$ cat config.mk
export PLATFORM = sky130hd
export DESIGN_NAME = atpf_fifo
export DESIGN_NICKNAME = d
export VERILOG_FILES = /design/src/hw/rtl/atpf_pkg.sv /design/src/hw/rtl/atpf_fifo.sv
export SDC_FILE = /design/constraint.sdc
export NUM_CORES = 1
export LEC_CHECK = 0
export BUFFER_PORTS_ARGS = -buffer_cell sky130_fd_sc_hd__buf_2
export CORE_MARGIN = 5
export CORE_UTILIZATION = 51
export DETAILED_ROUTE_END_ITERATION = 8
export PLACE_DENSITY = 0.76
export RECOVER_POWER = 50
export SLEW_MARGIN = 20
export SYNTH_ARGS = -nofsm -noshare
export SYNTH_HDL_FRONTEND = slang
export SYNTH_SLANG_ARGS = --single-unit
$ cat constraint.sdc
create_clock -name clock -period 2.1 [get_ports clock]
set_clock_uncertainty 0.1 [all_clocks]
set_input_delay 0.105 -clock clock [delete_from_list [all_inputs] [get_ports clock]]
set_output_delay 0.105 -clock clock [all_outputs]
set_load 0.05 [all_outputs]
$ cat src/hw/rtl/atpf_pkg.sv
// Shared types and constants for the affine tile pixel fetch block.
// No dependencies; imported by the queue, front end, back end and top level of the block.
package atpf_pkg;

   localparam int STORE_WORDS = 16384;
   localparam int STORE_AW    = $clog2(STORE_WORDS);
   localparam int DATA_W      = 16;
   localparam int MAP_COORD_W = 7;   // 128 tiles per map row
   localparam int PIX_SEL_W   = 6;   // 3 bits of y, 3 bits of x inside a character
   localparam int CSR_IDX_W   = 3;
   localparam int CSR_DATA_W  = 26;
   localparam int SUM_W       = 30;  // holds the widest sum of the five terms

   typedef enum logic [CSR_IDX_W-1:0] {
      CSR_MATRIX_A       = 3'd0,
      CSR_MATRIX_B       = 3'd1,
      CSR_MATRIX_C       = 3'd2,
      CSR_MATRIX_D       = 3'd3,
      CSR_CENTER_X       = 3'd4,
      CSR_CENTER_Y       = 3'd5,
      CSR_SCROLL_OFFSETS = 3'd6,
      CSR_MODE_CONTROL   = 3'd7
   } csr_index_type;

   localparam logic [1:0] REPEAT_TRANSPARENT = 2'd2;
   localparam logic [1:0] REPEAT_TILE0       = 2'd3;

   // One queued transaction: either a store write or a prepared fetch
   typedef struct packed {
      logic                  is_write;
      logic [STORE_AW-1:0]   addr;     // write address, or tile map address
      logic [DATA_W-1:0]     data;
      logic [PIX_SEL_W-1:0]  pix_sel;
      logic                  blank;    // transparent outside the plane
      logic                  tile0;    // character 0 outside the plane
      logic                  ext;      // extended background layer
   } atpf_entry_type;

endpackage

$ cat src/hw/rtl/atpf_fifo.sv
// Short queue between the address front end and the store back end.
// Depends on atpf_pkg for the entry type.
module atpf_fifo #(
   parameter int DEPTH = 4
) (
   input  logic                     clock,
   input  logic                     reset,
   input  logic                     push,
   input  atpf_pkg::atpf_entry_type push_entry,
   output logic                     full,
   input  logic                     pop,
   output logic                     valid,
   output atpf_pkg::atpf_entry_type pop_entry
);
   import atpf_pkg::*;

   localparam int PW = (DEPTH > 1) ? $clog2(DEPTH) : 1;
   localparam int CW = $clog2(DEPTH + 1);

   atpf_entry_type entries_ff [DEPTH];
   logic [PW-1:0]  wr_ptr_ff, wr_ptr_in;
   logic [PW-1:0]  rd_ptr_ff, rd_ptr_in;
   logic [CW-1:0]  count_ff, count_in;
   logic           do_push, do_pop;

   assign full      = (count_ff == CW'(DEPTH));
   assign valid     = (count_ff != '0);
   assign pop_entry = entries_ff[rd_ptr_ff];
   assign do_push   = push && !full;
   assign do_pop    = pop && valid;

   always_comb begin
      wr_ptr_in = wr_ptr_ff;
      rd_ptr_in = rd_ptr_ff;
      count_in  = count_ff;
      if (do_push) begin
         wr_ptr_in = (wr_ptr_ff == PW'(DEPTH - 1)) ? '0 : wr_ptr_ff + 1'b1;
      end
      if (do_pop) begin
         rd_ptr_in = (rd_ptr_ff == PW'(DEPTH - 1)) ? '0 : rd_ptr_ff + 1'b1;
      end
      if (do_push && !do_pop) begin
         count_in = count_ff + 1'b1;
      end else if (do_pop && !do_push) begin
         count_in = count_ff - 1'b1;
      end
   end

   always_ff @(posedge clock) begin
      if (reset) begin
         wr_ptr_ff <= '0;
         rd_ptr_ff <= '0;
         count_ff  <= '0;
      end else begin
         wr_ptr_ff <= wr_ptr_in;
         rd_ptr_ff <= rd_ptr_in;
         count_ff  <= count_in;
      end
   end

   always_ff @(posedge clock) begin
      if (do_push) entries_ff[wr_ptr_ff] <= push_entry;
   end

endmodule

-- Yosys cells after proc, flatten, opt, wreduce, memory -nomap -nowiden
Memory sizes are Yosys's and may differ from the RTL's. A register that Yosys moved wholly into a read port is not among the register bits.
Index checks and enable logic that the tools add are counted.
- memories: 1
- bits of input ports: 44
- word-level logic and storage cells: 28
- register bits after elaboration: 7
- bits in writable memories: 160
- memory list (name ; words ; width ; rd ports ; clocked after memory_dff ; wr ports ; line ; source):
    entries_ff ; 4 ; 40 ; 1 ; 1 ; 1 ; atpf_fifo.sv:20 ; atpf_entry_type entries_ff [DEPTH];
- eq/ne operators: 3
- $add $sub $neg: 4
- reduce and logical (&&, ||, !) cells: 9
- multiplexer cells: 8
- operator list (cell ; number):
    $mux W2 ; 4
    $mux W3 ; 2
    $add A2 B1 Y2 const B ; 2
    $eq A2 B2 Y1 const B ; 2
    $logic_and A1 B1 Y1 ; 4
    $add A3 B1 Y3 const B ; 1
    $eq A3 B3 Y1 const B ; 1
    $logic_not A1 Y1 ; 3
    $reduce_bool A3 Y1 ; 1
    $sub A3 B1 Y3 const B ; 1
    $mux W1 ; 2
    $reduce_bool A2 Y1 ; 1

-- Longest topological paths before layout
- word-level depth: 7
- mapped depth: 10

-- Least setup slack after synthesis
OpenSTA, ideal clock, no wires.
- path type: register -> register
- start point: register count_ff[0]
- end point: register count_ff[2]
- required time: 1930 ps
- buffers on the path: 1
- slack: -270 ps
- period minus slack after synthesis: 2370 ps
- cell stages (with the launch flop): 11
- arrival: 2200 ps
- path through: dfxtp_1 -> or3b_1 -> buf_6 -> clkinv_4 -> nor2_2 -> ha_1 -> inv_1 -> fa_1 -> xor2_1 -> or3_2 -> a21oi_1
- word-level cells in the longest chain between the ends: 6
- elaborated cells on any way between the ends: 14
- ends and longest elaborated chain (item ; line ; source):
    from (decl) ; atpf_fifo.sv:23 ; logic [CW-1:0] count_ff, count_in;
    from (signal assigned) ; atpf_fifo.sv:57 ; count_ff <= count_in;
    $eq A3 B3 Y1 (*) ; atpf_fifo.sv:26 ; assign full = (count_ff == CW'(DEPTH));
    via full ; atpf_fifo.sv:10 ; output logic full,
    $logic_not A1 Y1 (*) ; atpf_fifo.sv:29 ; assign do_push = push && !full;
    $logic_and A1 B1 Y1 (*) ; atpf_fifo.sv:29 ;
    via do_push ; atpf_fifo.sv:24 ; logic do_push, do_pop;
    $logic_not A1 Y1 ; atpf_fifo.sv:44 ; end else if (do_pop && !do_push) begin
    $logic_and A1 B1 Y1 ; atpf_fifo.sv:44 ;
    $reduce_bool A2 Y1 (no source line) ; -- ;
The timed path passes the listed nets; every way through them passes the cells marked *. The select of a mux whose other input is x is not followed.
A chain may end at the register's enable or synchronous reset.

-- Worst setup path after layout
- start point: register count_ff[1]
- end point: register count_ff[2]
- word-level cells in the longest chain between the ends: 6
- elaborated cells on any way between the ends: 14
- ends and longest elaborated chain (item ; line):
    $eq A3 B3 Y1 (*) ; atpf_fifo.sv:26
    $logic_not A1 Y1 (*) ; atpf_fifo.sv:29
    $logic_and A1 B1 Y1 (*) ; atpf_fifo.sv:29
    via do_push ; atpf_fifo.sv:24
    $logic_not A1 Y1 ; atpf_fifo.sv:44
    $logic_and A1 B1 Y1 ; atpf_fifo.sv:44
    $reduce_bool A2 Y1 (no source line) ; --
Marks and branches as above.

==> impl_results.md <==
* Status: finished with violations
* Failing checks: negative setup slack
* Number of remaining DRC errors at 0
* Initial core utilization at 0.521
* Routability cong. at 0.734
* Post-route cell area at 7990 um2
* Most frequent cells in the layout: edfxtp_1, buf_2, dlygate4sd3_1
* Seq cells post-synth at 169
* CP Depth at 9
* CP Buf/Inv Count at 3
* RSZ-0062 raised after global routing: yes
* CTS Buf Count at 17
* DR vias/cell at 5.35
* Vias in the first global route at 3,399
* Height of the die at 121 um
* Clk Latency, worst-skew pair at 0.41 ns
* Rel. slew slack at 0.574
* Number of enable flip-flop cells after synthesis at 160
* Most common library cell in the layout ignoring fill and taps: edfxtp_1
* Worst EP arrival at 2.35 ns
* Final hold vios at 0
* GRT Total Usage at 0.165
* Cell Area, Synth at 6250 um2
* Final setup vio count at 1
* Share of cells above drive strength 1 at 0.366
* TritonRoute pass-1 iters at 4
* Cells after Synth at 259
* Area occupied by multi-input gates at 1230 um2
* CTS tree: done
* Slowest Stage Delay on Critical Path at 0.45 ns
* Largest net degree at the start of global routing at 41
* Non-Filler Instances at 573
* Place WS at -0.117 ns
* Max Fclk at 0.475 GHz
* Worst setup EP type: flop
* Register area share after synthesis at 0.797
* Ant diodes at 0
* Worst Max-Slew Pin Slew at 0.640 ns
* Main flop type after synthesis: edfxtp_1
* Die area at 14,600 um2
* Rows at 40
* Crit path kind: flop to flop
* Max-cap violations at 0
* Crit Reg-Reg Endpoint: count_ff[2]$_SDFFE_PP0P_
* Post-DP Area at 7020 um2
* Area Growth Syn to Fin at 27.8%
* Clk sinks at 169
* Clk buf depth at 2
* Vias after detailed routing at 3,065
* Max VDD drop at 0.617 mV
* Pwr/cell area at 1300 nW/um2
* Crit path from: count_ff[1]$_SDFFE_PP0P_
* Top Family by Delay on Critical Path: simple AND/OR/NAND/NOR gates
* Die width at 121 um
* Reg2reg start: count_ff[1]$_SDFFE_PP0P_
* Register Area at 5000 um2
* P_leak at 0.00270 uW
* Clk slew on worst S/H paths at 0.06 ns
* CP required at 2.35 ns
* I/O Buffers at 85
* WL per Instance at 19.4 um
* Filler cells at 787
* Final nets at 464
* Slew Limit Fails at 0
* Worst Setup EP: count_ff[2]$_SDFFE_PP0P_
* R2R cell count at 9
* WL final at 11,100 um
* Slowest cell on crit path: or3b_4
* Post-Syn Nets at 310
* Clk root buf: clkbuf_16
* Drt first-iter violations at 222
* # placed instances at 498
* Final HPWL DP at 6800 um
* Ys async rst share at 0
* Total gr overflow at 0
* R2r setup slk at -0.004 ns
* # IOs at 86
* Crit path max fanout at 3
* Core outline area at 12,000 um2
* Post-route ant nets at 0
* Final Cycle Share at 1.00
* CP startpoint kind: flop
* Crit path cell chain: or3b_4, clkinv_8, nor2_4, ha_4, buf_4, buf_4, xor2_2, or3_4, a21oi_2
* Final worst slack at -0.00365 ns
* Synth cell types at 25
* CTS H-tree lvls at 4
* Yosys Warn Count at 0
* First-pass GRT wire length at 17,600 um
* Hold WC Path Type: input port to flop
* Average size of a mapped cell at 24.1 um2
* Initial antenna violation count at 0
* Most common cell on crit path: buf_4
* Post-route minimum period at 2.10 ns
## where the power goes
part / switching (uW) / internal, uW
clock: 1260 / 1770
sequential: 112 / 4090
combinational: 2070 / 1060
total: 3440 / 6930
## cells in the mapped netlist (3+ instances only)
master,count,area share
dfxtp_1,9,0.029
clkbuf_1,6,0.0036
buf_4,4,0.0048
nor2_1,3,0.0018
ha_1,6,0.012
mux4_2,40,0.14
edfxtp_1,160,0.77
and3_2,4,0.0048
a21oi_1,3,0.0024
inv_1,4,0.0024
## flip-flops by register name (all words and copies together) (netlist names), named ones only
register and count:
count_ff 3, entries_ff 160, rd_ptr_ff 2, wr_ptr_ff 2
## worst register-to-register path: cells and delay by family, from the launching register on
family | cells | cell delay, ns
buffers and inverters | 3 | 0.33
adder cells (fa/ha/maj) | 1 | 0.16
AO/OA/AOI/OAI | 1 | 0.13
XOR/XNOR | 1 | 0.17
AND/OR/NAND/NOR | 3 | 0.82
flip-flops | 1 | 0.35
## per-layer routing
| metal | vias up | global-route usage | part of all wire |
|---|---|---|---|
| li1 | 1394 | - | - |
| met1 | 1560 | 0.207 | 0.42 |
| met2 | 97 | 0.269 | 0.51 |
| met3 | 14 | 0.0547 | 0.056 |
| met4 | 0 | 0.0581 | 0.016 |
| met5 | - | 0 | 0 |
## metrics by stage
stage | util | setup TNS, ns | hold slack (ns) | power, uW
after global routing | 0.665 | -1.42 | 0.106 | 10800
after detailed placement | 0.584 | -0.117 | 0.228 | 7350
after floorplan | - | -0.0584 | 0.104 | 6560
final | 0.665 | -0.00365 | 0.112 | 10400
after global placement | 0.584 | -0.0184 | 0.214 | 7280
after CTS | 0.670 | 0 | 0.0812 | 10500
## repair_timing
item                                    in CTS  in global routing
hold buffers                                42                  0
endpoints found under the setup margin       1                  1
gates resized for setup                      3                  2
endpoints found under the hold margin      169                  0
pin swaps                                    2                  4
setup buffers                                1                  0
## cells by family after synthesis
group	synth area share
DFF	0.797
muxes	0.147
buffers and inverters	0.0140
and+or+nand+nor	0.0154
AOI/OAI and AO/OA	0.00800
adders and majority gates	0.0152
xor gates and xnor gates	0.00280
## worst min-delay path by stage
stage               depth (start not counted)                    endpoint  slack [ns]     startpoint
detailed placement                          1  entries_ff[3][3]$_DFFE_PP_        0.23  push_entry[3]
global route                                5                        flop        0.11            pop
floorplan                                   0  entries_ff[0][0]$_DFFE_PP_        0.10  push_entry[0]
global placement                            1  entries_ff[1][4]$_DFFE_PP_        0.21  push_entry[4]
finish                                      5                        flop        0.11            pop
CTS                                         5                        flop        0.08            pop
## final cells by class
type	count	share of cell area
clock buffer	17	0.0532
clock inverter	15	0.0204
inverter	5	0.00392
multi-input combinational	74	0.153
sequential	169	0.625
tap	147	0.0230
timing repair buffer	146	0.121
(Power assumes the default switching activity.)
