===== config.mk =====
export PLATFORM = sky130hd
export DESIGN_NAME = atpf_front
export DESIGN_NICKNAME = d
export VERILOG_FILES = /design/src/hw/rtl/atpf_pkg.sv /design/src/hw/rtl/atpf_front.sv
export SDC_FILE = /design/constraint.sdc
export NUM_CORES = 2
export LEC_CHECK = 0
export BUFFER_PORTS_ARGS = -buffer_cell sky130_fd_sc_hd__buf_4
export CAP_MARGIN = 20
export CORE_UTILIZATION = 40
export DETAILED_ROUTE_END_ITERATION = 12
export GPL_TIMING_DRIVEN = 1
export SETUP_SLACK_MARGIN = 0.5
export SLEW_MARGIN = 30
export SYNTH_ARGS = -nofsm -noshare
export SYNTH_HDL_FRONTEND = slang
export SYNTH_SLANG_ARGS = --single-unit
export TNS_END_PERCENT = 5

===== constraint.sdc =====
create_clock -name clock -period 10.1 [get_ports clock]
set_input_delay 1.01 -clock clock [delete_from_list [all_inputs] [get_ports clock]]
set_output_delay 1.01 -clock clock [all_outputs]
set_load 0.005 [all_outputs]

===== src/hw/rtl/atpf_pkg.sv =====
// Shared types and constants for the affine tile pixel fetch block.
// No dependencies; imported by the queue, front end, back end and top level of the block.
package atpf_pkg;

   localparam int STORE_WORDS = 16384;
   localparam int STORE_AW    = $clog2(STORE_WORDS);
   localparam int DATA_W      = 16;
   localparam int MAP_COORD_W = 7;   // 128 tiles per map row
   localparam int PIX_SEL_W   = 6;   // 3 bits of y, 3 bits of x inside a character
   localparam int CSR_IDX_W   = 3;
   localparam int CSR_DATA_W  = 26;
   localparam int SUM_W       = 30;  // holds the widest sum of the five terms

   typedef enum logic [CSR_IDX_W-1:0] {
      CSR_MATRIX_A       = 3'd0,
      CSR_MATRIX_B       = 3'd1,
      CSR_MATRIX_C       = 3'd2,
      CSR_MATRIX_D       = 3'd3,
      CSR_CENTER_X       = 3'd4,
      CSR_CENTER_Y       = 3'd5,
      CSR_SCROLL_OFFSETS = 3'd6,
      CSR_MODE_CONTROL   = 3'd7
   } csr_index_type;

   localparam logic [1:0] REPEAT_TRANSPARENT = 2'd2;
   localparam logic [1:0] REPEAT_TILE0       = 2'd3;

   // One queued transaction: either a store write or a prepared fetch
   typedef struct packed {
      logic                  is_write;
      logic [STORE_AW-1:0]   addr;     // write address, or tile map address
      logic [DATA_W-1:0]     data;
      logic [PIX_SEL_W-1:0]  pix_sel;
      logic                  blank;    // transparent outside the plane
      logic                  tile0;    // character 0 outside the plane
      logic                  ext;      // extended background layer
   } atpf_entry_type;

endpackage


===== src/hw/rtl/atpf_front.sv =====
// Front end: configuration registers, transaction intake and the affine
// address pipeline. Depends on atpf_pkg; feeds atpf_fifo.
module atpf_front (
   input  logic                              clock,
   input  logic                              reset,
   input  logic                              req_valid,
   output logic                              req_ready,
   input  logic                              req_action,
   input  logic [atpf_pkg::STORE_AW-1:0]     req_store_address,
   input  logic [atpf_pkg::DATA_W-1:0]       req_store_data,
   input  logic [7:0]                        req_column,
   input  logic [7:0]                        req_row,
   input  logic                              csr_valid,
   output logic                              csr_ready,
   input  logic [atpf_pkg::CSR_IDX_W-1:0]    csr_index,
   input  logic [atpf_pkg::CSR_DATA_W-1:0]   csr_data,
   output logic                              push,
   output atpf_pkg::atpf_entry_type          push_entry,
   input  logic                              queue_full
);
   import atpf_pkg::*;

   localparam int PX_W = SUM_W - 8;

   // configuration
   logic signed [15:0] matrix_a_ff, matrix_b_ff, matrix_c_ff, matrix_d_ff;
   logic signed [12:0] center_x_ff, center_y_ff;
   logic [25:0]        scroll_ff;
   logic [2:0]         mode_ff;

   // stage 1: accepted transaction
   logic                r1_v_ff, r1_v_in;
   logic                r1_action_ff;
   logic [STORE_AW-1:0] r1_addr_ff;
   logic [DATA_W-1:0]   r1_data_ff;
   logic [7:0]          r1_col_ff, r1_row_ff;

   // stage 2: partial products
   logic                r2_v_ff, r2_v_in;
   logic                r2_action_ff;
   logic [STORE_AW-1:0] r2_addr_ff;
   logic [DATA_W-1:0]   r2_data_ff;
   logic signed [26:0]  ah_ff, bv_ff, ch_ff, dv_ff;
   logic signed [24:0]  br_ff, acol_ff, dr_ff, ccol_ff;

   logic                adv;
   logic signed [12:0]  hofs, vofs;
   logic signed [13:0]  hdiff, vdiff;
   logic signed [10:0]  hc, vc;
   logic signed [8:0]   col_s, row_s;
   logic signed [26:0]  ah_in, bv_in, ch_in, dv_in;
   logic signed [24:0]  br_in, acol_in, dr_in, ccol_in;

   logic signed [26:0]  ah_fl, bv_fl, ch_fl, dv_fl;
   logic signed [24:0]  br_fl, dr_fl;
   logic signed [20:0]  cx_sh, cy_sh;
   logic signed [SUM_W-1:0] sum_x, sum_y;
   logic [PX_W-1:0]     px, py;
   logic                outside;

   assign csr_ready = 1'b1;
   assign adv       = !r2_v_ff || !queue_full;
   assign req_ready = adv;
   assign push      = r2_v_ff && !queue_full;

   assign r1_v_in = adv ? req_valid : r1_v_ff;
   assign r2_v_in = adv ? r1_v_ff : r2_v_ff;

   // scroll minus centre, clipped to 10 bits plus sign
   assign hofs  = scroll_ff[12:0];
   assign vofs  = scroll_ff[25:13];
   assign hdiff = 14'(hofs) - 14'(center_x_ff);
   assign vdiff = 14'(vofs) - 14'(center_y_ff);
   assign hc    = {hdiff[13], hdiff[9:0]};
   assign vc    = {vdiff[13], vdiff[9:0]};
   assign col_s = {1'b0, r1_col_ff};
   assign row_s = {1'b0, r1_row_ff};

   assign ah_in   = 27'(matrix_a_ff) * 27'(hc);
   assign bv_in   = 27'(matrix_b_ff) * 27'(vc);
   assign br_in   = 25'(matrix_b_ff) * 25'(row_s);
   assign acol_in = 25'(matrix_a_ff) * 25'(col_s);
   assign ch_in   = 27'(matrix_c_ff) * 27'(hc);
   assign dv_in   = 27'(matrix_d_ff) * 27'(vc);
   assign dr_in   = 25'(matrix_d_ff) * 25'(row_s);
   assign ccol_in = 25'(matrix_c_ff) * 25'(col_s);

   always_ff @(posedge clock) begin
      if (reset) begin
         matrix_a_ff <= '0;
         matrix_b_ff <= '0;
         matrix_c_ff <= '0;
         matrix_d_ff <= '0;
         center_x_ff <= '0;
         center_y_ff <= '0;
         scroll_ff   <= '0;
         mode_ff     <= '0;
         r1_v_ff     <= 1'b0;
         r2_v_ff     <= 1'b0;
      end else begin
         r1_v_ff <= r1_v_in;
         r2_v_ff <= r2_v_in;
         if (csr_valid) begin
            case (csr_index_type'(csr_index))
               CSR_MATRIX_A:       matrix_a_ff <= csr_data[15:0];
               CSR_MATRIX_B:       matrix_b_ff <= csr_data[15:0];
               CSR_MATRIX_C:       matrix_c_ff <= csr_data[15:0];
               CSR_MATRIX_D:       matrix_d_ff <= csr_data[15:0];
               CSR_CENTER_X:       center_x_ff <= csr_data[12:0];
               CSR_CENTER_Y:       center_y_ff <= csr_data[12:0];
               CSR_SCROLL_OFFSETS: scroll_ff   <= csr_data;
               CSR_MODE_CONTROL:   mode_ff     <= csr_data[2:0];
               default: ;
            endcase
         end
      end
   end

   always_ff @(posedge clock) begin
      if (adv) begin
         r1_action_ff <= req_action;
         r1_addr_ff   <= req_store_address;
         r1_data_ff   <= req_store_data;
         r1_col_ff    <= req_column;
         r1_row_ff    <= req_row;
         r2_action_ff <= r1_action_ff;
         r2_addr_ff   <= r1_addr_ff;
         r2_data_ff   <= r1_data_ff;
         ah_ff        <= ah_in;
         bv_ff        <= bv_in;
         br_ff        <= br_in;
         acol_ff      <= acol_in;
         ch_ff        <= ch_in;
         dv_ff        <= dv_in;
         dr_ff        <= dr_in;
         ccol_ff      <= ccol_in;
      end
   end

   // partial products floored to multiples of 64; column term kept whole
   assign ah_fl = {ah_ff[26:6], 6'd0};
   assign bv_fl = {bv_ff[26:6], 6'd0};
   assign br_fl = {br_ff[24:6], 6'd0};
   assign ch_fl = {ch_ff[26:6], 6'd0};
   assign dv_fl = {dv_ff[26:6], 6'd0};
   assign dr_fl = {dr_ff[24:6], 6'd0};
   assign cx_sh = {center_x_ff, 8'd0};
   assign cy_sh = {center_y_ff, 8'd0};

   assign sum_x = SUM_W'(ah_fl) + SUM_W'(bv_fl) + SUM_W'(br_fl) + SUM_W'(cx_sh)
                + SUM_W'(acol_ff);
   assign sum_y = SUM_W'(ch_fl) + SUM_W'(dv_fl) + SUM_W'(dr_fl) + SUM_W'(cy_sh)
                + SUM_W'(ccol_ff);
   assign px    = sum_x[SUM_W-1:8];
   assign py    = sum_y[SUM_W-1:8];
   assign outside = (px[PX_W-1:10] != '0) || (py[PX_W-1:10] != '0);

   always_comb begin
      push_entry          = '0;
      push_entry.is_write = !r2_action_ff;
      push_entry.data     = r2_data_ff;
      push_entry.pix_sel  = {py[2:0], px[2:0]};
      push_entry.ext      = mode_ff[2];
      push_entry.blank    = (mode_ff[1:0] == REPEAT_TRANSPARENT) && outside;
      push_entry.tile0    = (mode_ff[1:0] == REPEAT_TILE0) && outside;
      if (r2_action_ff) begin
         push_entry.addr = {py[9:3], px[9:3]};
      end else begin
         push_entry.addr = r2_addr_ff;
      end
   end

endmodule


# ---- Word level (Yosys, flattened, before mapping)
# Cells that the tools add are included.
dict set report word_totals {
  mem_bits_rw 0
  regBits 407
  output_inout_bits 43
  wordCells 73
  memories 0
  rom_bits 0
  latch_bits 0
}
dict set report op_classes {
  div 0
  n_mux 1
  n_lt_le_gt_ge 0
  n_mul 8
  eq_ne 9
  reduce_logical 19
  bitwise 0
  add_sub_neg 10
  shifts 0
}
# operator n
set op_table {}
lappend op_table {{$mul A16 B11 Y27} 4}
lappend op_table {{$mul A16 B9 Y25} 4}
lappend op_table {{$add A29 B21 Y30} 2}
lappend op_table {{$add A30 B25 Y30} 2}
lappend op_table {{$add A28 B25 Y29} 2}
lappend op_table {{$add A27 B27 Y28} 2}
lappend op_table {{$sub A13 B13 Y14} 2}
lappend op_table {{$reduce_bool A12 Y1} 2}
lappend op_table {{$reduce_and A2 Y1} 8}
lappend op_table {{$mux W14} 1}
lappend op_table {{$eq A3 B3 Y1 const B} 4}
lappend op_table {{$eq A3 B2 Y1 const B} 2}
lappend op_table {{$eq A2 B2 Y1 const B} 2}
lappend op_table {{$eq A3 B1 Y1 const B} 1}
lappend op_table {{$logic_and A1 B1 Y1} 3}
lappend op_table {{$logic_not A1 Y1} 3}
lappend op_table {{$logic_not A3 Y1} 1}
lappend op_table {{$logic_or A1 B1 Y1} 2}

# ---- Longest topological paths before layout
dict set report depth {
  depth_word 7
  ltp_mapped 34
  ltp_nobuf 33
}

# ---- Worst setup path after synthesis
# No wires, ideal clock.
dict set report synth_path {
  path_kind {register to register}
  from {register center_y_ff[1]}
  to {register bv_ff[26], data pin}
  path_stages_with_launch 33
  setup_slack_ps 2580
  period_less_slack_ps 7520
  path_buffers 1
  t_arrival_ps 7260
  path_cell_list {dfxtp_1 -> inv_1 -> ha_1 -> nor2b_1 -> o21ai_0 -> a21boi_0 -> o21ai_0 -> nand2b_1 -> a2111o_1 -> a31oi_1 -> nand3b_1 -> a21oi_1 -> clkbuf_1 -> or2_2 -> fa_1 -> fa_1 -> inv_1 -> fa_1 -> fa_1 -> inv_1 -> fa_1 -> inv_1 -> ha_1 -> a21o_1 -> a21o_1 -> a21o_1 -> a41oi_1 -> o21ai_1 -> o21ai_0 -> o31ai_1 -> o41a_1 -> a21oi_1 -> xnor2_1}
}
dict set report synth_between {
  elab_chain_cells 2
}
# element line_no
set synth_rtl {}
lappend synth_rtl {{start, declared} atpf_front.sv:27} ;# logic signed [12:0] center_x_ff, center_y_ff;
lappend synth_rtl {{start signal, assigned} atpf_front.sv:110} ;# CSR_CENTER_Y: center_y_ff <= csr_data[12:0];
lappend synth_rtl {{$sub A13 B13 Y14} atpf_front.sv:73} ;# assign vdiff = 14'(vofs) - 14'(center_y_ff);
lappend synth_rtl {{$mul A16 B11 Y27} atpf_front.sv:80} ;# assign bv_in = 27'(matrix_b_ff) * 27'(vc);
lappend synth_rtl {{named net bv_in[26]} atpf_front.sv:51} ;# logic signed [26:0] ah_in, bv_in, ch_in, dv_in;
lappend synth_rtl {{end signal, assigned} atpf_front.sv:130} ;# bv_ff <= bv_in;
lappend synth_rtl {{end, declared} atpf_front.sv:43} ;# logic signed [26:0] ah_ff, bv_ff, ch_ff, dv_ff;
# The timed path passes the listed nets, and every way through them passes these cells.
# A chain may end at the register's enable or synchronous reset.

# ---- Worst setup path in the final report
# Ends and elaborated chain as after synthesis.

==> results.yml <==
outcome:
  outcome: "complete, no violations"
drt:
  drt_iter0_drc: 2671
  routedWlPerCell_um: 18.9
  antenna_left: 0
  vias: 41392
  firstDrtPassIters: 6
  dr_wl_met3_mm: 9.45
  met1Wirelength_mm: 65.8
  vias_per_cell: 5.05
  wirelength_mm: 155
  wl_met2_mm: 75.2
  drc: 0
  dr.max_layer_used: "met5"
synth:
  synth_edf_count: 238
  ys_seq_elements: 359
  yosys.area.top_type: "fa_1"
  yosysUniqueCellTypes: 79
  synthArstFlopShare_pct: 0
  yosys.area.top_type_share_pct: 39.4
  syn-num-nets: 7981
  syn_avg_cell_area_sq_um: 9.53
  ys.flop_type: "edfxtp_1"
  netlist_instances: 6254
  syn_area_sq_um: 59600
  yosys_warnings: 0
  yosysSeqAreaShare_pct: 16.1
  ys_top_cells_by_area: "fa_1 (39%), edfxtp_1 (12%), ha_1 (9.9%)"
cells_and_area:
  drive_gt1_share_pct: 5.51
  final_core_util_pct: 43.6
  area_growth_pct: 8.10
  finalNonFillerCells: 8189
  final_nets: 7947
floorplan:
  dieArea_sq_um: 150000
  die_h_um: 388
  coreArea_sq_um: 148000
  rows: 141
  die-width_um: 388
  io-pin-count: 124
  initial_core_util_pct: 40.3
sta:
  fin_crit_sh_pct: 88.1
  tightest_slew_ns: 1.02
  slew_headroom_pct: 31.6
  clock.fmax_mhz: 112
  setup_tns_ns: 0
  period_needed_ns: 8.90
  fin_skew_ns: 0.0318
  finalHoldWorstSlack_ns: 0.414
  report.final.slew_viol_count: 0
  final-setup-viol-count: 0
  rsz0062_at_grt: "no"
  hold_violations: 0
global_routing:
  overflow: 0
  grt_pass1_vias: 44374
  antenna_found_initial: 10
  grt_usage_pct: 21.4
  grt_max_degree: 76
  grt_pass1_wl_mm: 249
pwr:
  powerDensity_nw_per_um2: 161
  seqPwrFrac_pct: 19.9
  p_leak_nw: 31.6
  p_int_mw: 5.52
  clock_power_share_pct: 17.8
  irDropWorstVdd_uv: 253
  finalPower_mw: 10.4
  switchingPower_mw: 4.84
  power_frac_comb_pct: 62.3
  switching_share_pct: 46.7
critical_path:
  max_stage_delay_ns: 0.51
  crit_family: "compound AO/OA/AOI/OAI gates"
  critPathCaptureType: "flop"
  crit_type: "flop to flop"
  cp_num_buf_inv: 5
  cp_slowest_cell: "fa_1"
  cp.arrival_ns: 9.27
  critPathLaunchType: "flop"
  cp_common_cell: "fa_1"
  worstPathRequired_ns: 10.48
  cp_max_fo: 15
place:
  portBuffers: 122
  dp_hpwl_mm: 120
  routabilityCongestion: 0.913
  dp.cells: 8102
cts:
  post_cts_resized: 0
  htree_levels: 2
  cts_root_buf: "clkbuf_16"
  ctsHoldBuffers: 0
  cts_sinks: 359
  cts.clk_slew.worst_paths_ns: 0.06
  postCtsSetupRepairBufs: 0
  clock_latency_ns: 0.65
  cts_tree: "built"
  cts_buffer_depth: 3
  cts-buffers-inserted: 45
worst_hold_path:
  worstHoldPathType: "flop to flop"
run:
  maxCapViolCount: 0
## cell usage in the layout, fill, tap and decap left out, types with 52 or more instances in the layout
cell type / n
a21oi_1: 226
and2_1: 526
nor2_1: 188
o21ai_0: 60
ha_1: 472
nand2_1: 792
xnor2_1: 146
inv_1: 1372
nor2b_1: 153
buf_4: 199
dfxtp_1: 117
xor2_1: 60
fa_1: 1174
edfxtp_1: 238
a21o_1: 52
## sequential cells by signal, summed over array words and instances (netlist names), 8 cells and up
signal       flops
matrix_d_ff     16
r2_data_ff      16
scroll_ff       26
center_y_ff     13
r1_data_ff      16
r1_addr_ff      14
acol_ff         19
ch_ff           21
r1_row_ff        8
ah_ff           21
r2_addr_ff      14
ccol_ff         19
dv_ff           21
matrix_c_ff     16
dr_ff           19
matrix_a_ff     16
br_ff           19
matrix_b_ff     16
r1_col_ff        8
bv_ff           21
center_x_ff     13
## Yosys cell counts, types with 65 or more instances
| library cell | n |
|---|---|
| a21oi_1 | 229 |
| xor2_1 | 65 |
| nor2b_1 | 153 |
| clkbuf_1 | 276 |
| and2_1 | 526 |
| edfxtp_1 | 238 |
| nor2_1 | 195 |
| nand2_1 | 793 |
| dfxtp_1 | 121 |
| fa_1 | 1174 |
| inv_1 | 1372 |
| xnor2_1 | 153 |
| ha_1 | 472 |
## path summary, 6_finish.rpt
| path | end | startpoint | cells after the start | slack [ns] |
|---|---|---|---|---|
| setup / recovery | bv_ff[26] | center_y_ff[1] | 32 | 1.20 |
| hold / removal | r2_addr_ff[2] | r1_addr_ff[2] | 0 | 0.41 |
| setup reg to reg | bv_ff[26] | center_y_ff[1] | 32 | 1.20 |
| hold reg to reg | r2_addr_ff[2] | r1_addr_ff[2] | 0 | 0.41 |
## power groups by stage
stage	combinational [mW]	sequential [mW]	clock, mW
after detailed placement	6.26	2.11	0
after CTS	6.32	2.08	1.89
after global placement	6.16	2.11	0
after floorplan	4.35	1.97	0
final	6.45	2.06	1.84
after global routing	7.07	2.08	1.94
## metal layers
layer	up-vias	global-route usage (%)
met1	21372	28.5
met5	-	0
met3	208	2.91
li1	18729	-
met2	1073	36.2
met4	10	6.00
## cell type report
type / count / area [sq um]
antenna: 3 / 7.51
clock buffer: 59 / 1320
clock inverter: 24 / 339
fill: 14333 / 83400
inverter: 1372 / 5150
multi-input combinational: 4240 / 44000
sequential: 359 / 9570
tap: 1930 / 2410
timing repair buffer: 202 / 1560
## stage by stage
| step | cell area (sq um) | worst slack, ns |
|---|---|---|
| 6_report | 64400 | 1.20 |
| 3_3_place_gp | 62600 | 1.43 |
| 2_1_floorplan | 59600 | 2.58 |
| 5_1_grt | 64400 | 0.602 |
| 4_1_cts | 64300 | 1.36 |
| 3_5_place_dp | 62700 | 1.41 |
## cells by family after synthesis
logic type,synth area share [%]
other cells,0.00629
xor+xnor,3.20
buf+inv,10.4
simple gates,15.3
flops,16.1
compound gates,5.25
mux,0.357
fa+ha+maj,49.4
Power figures use the tool's default switching activity.
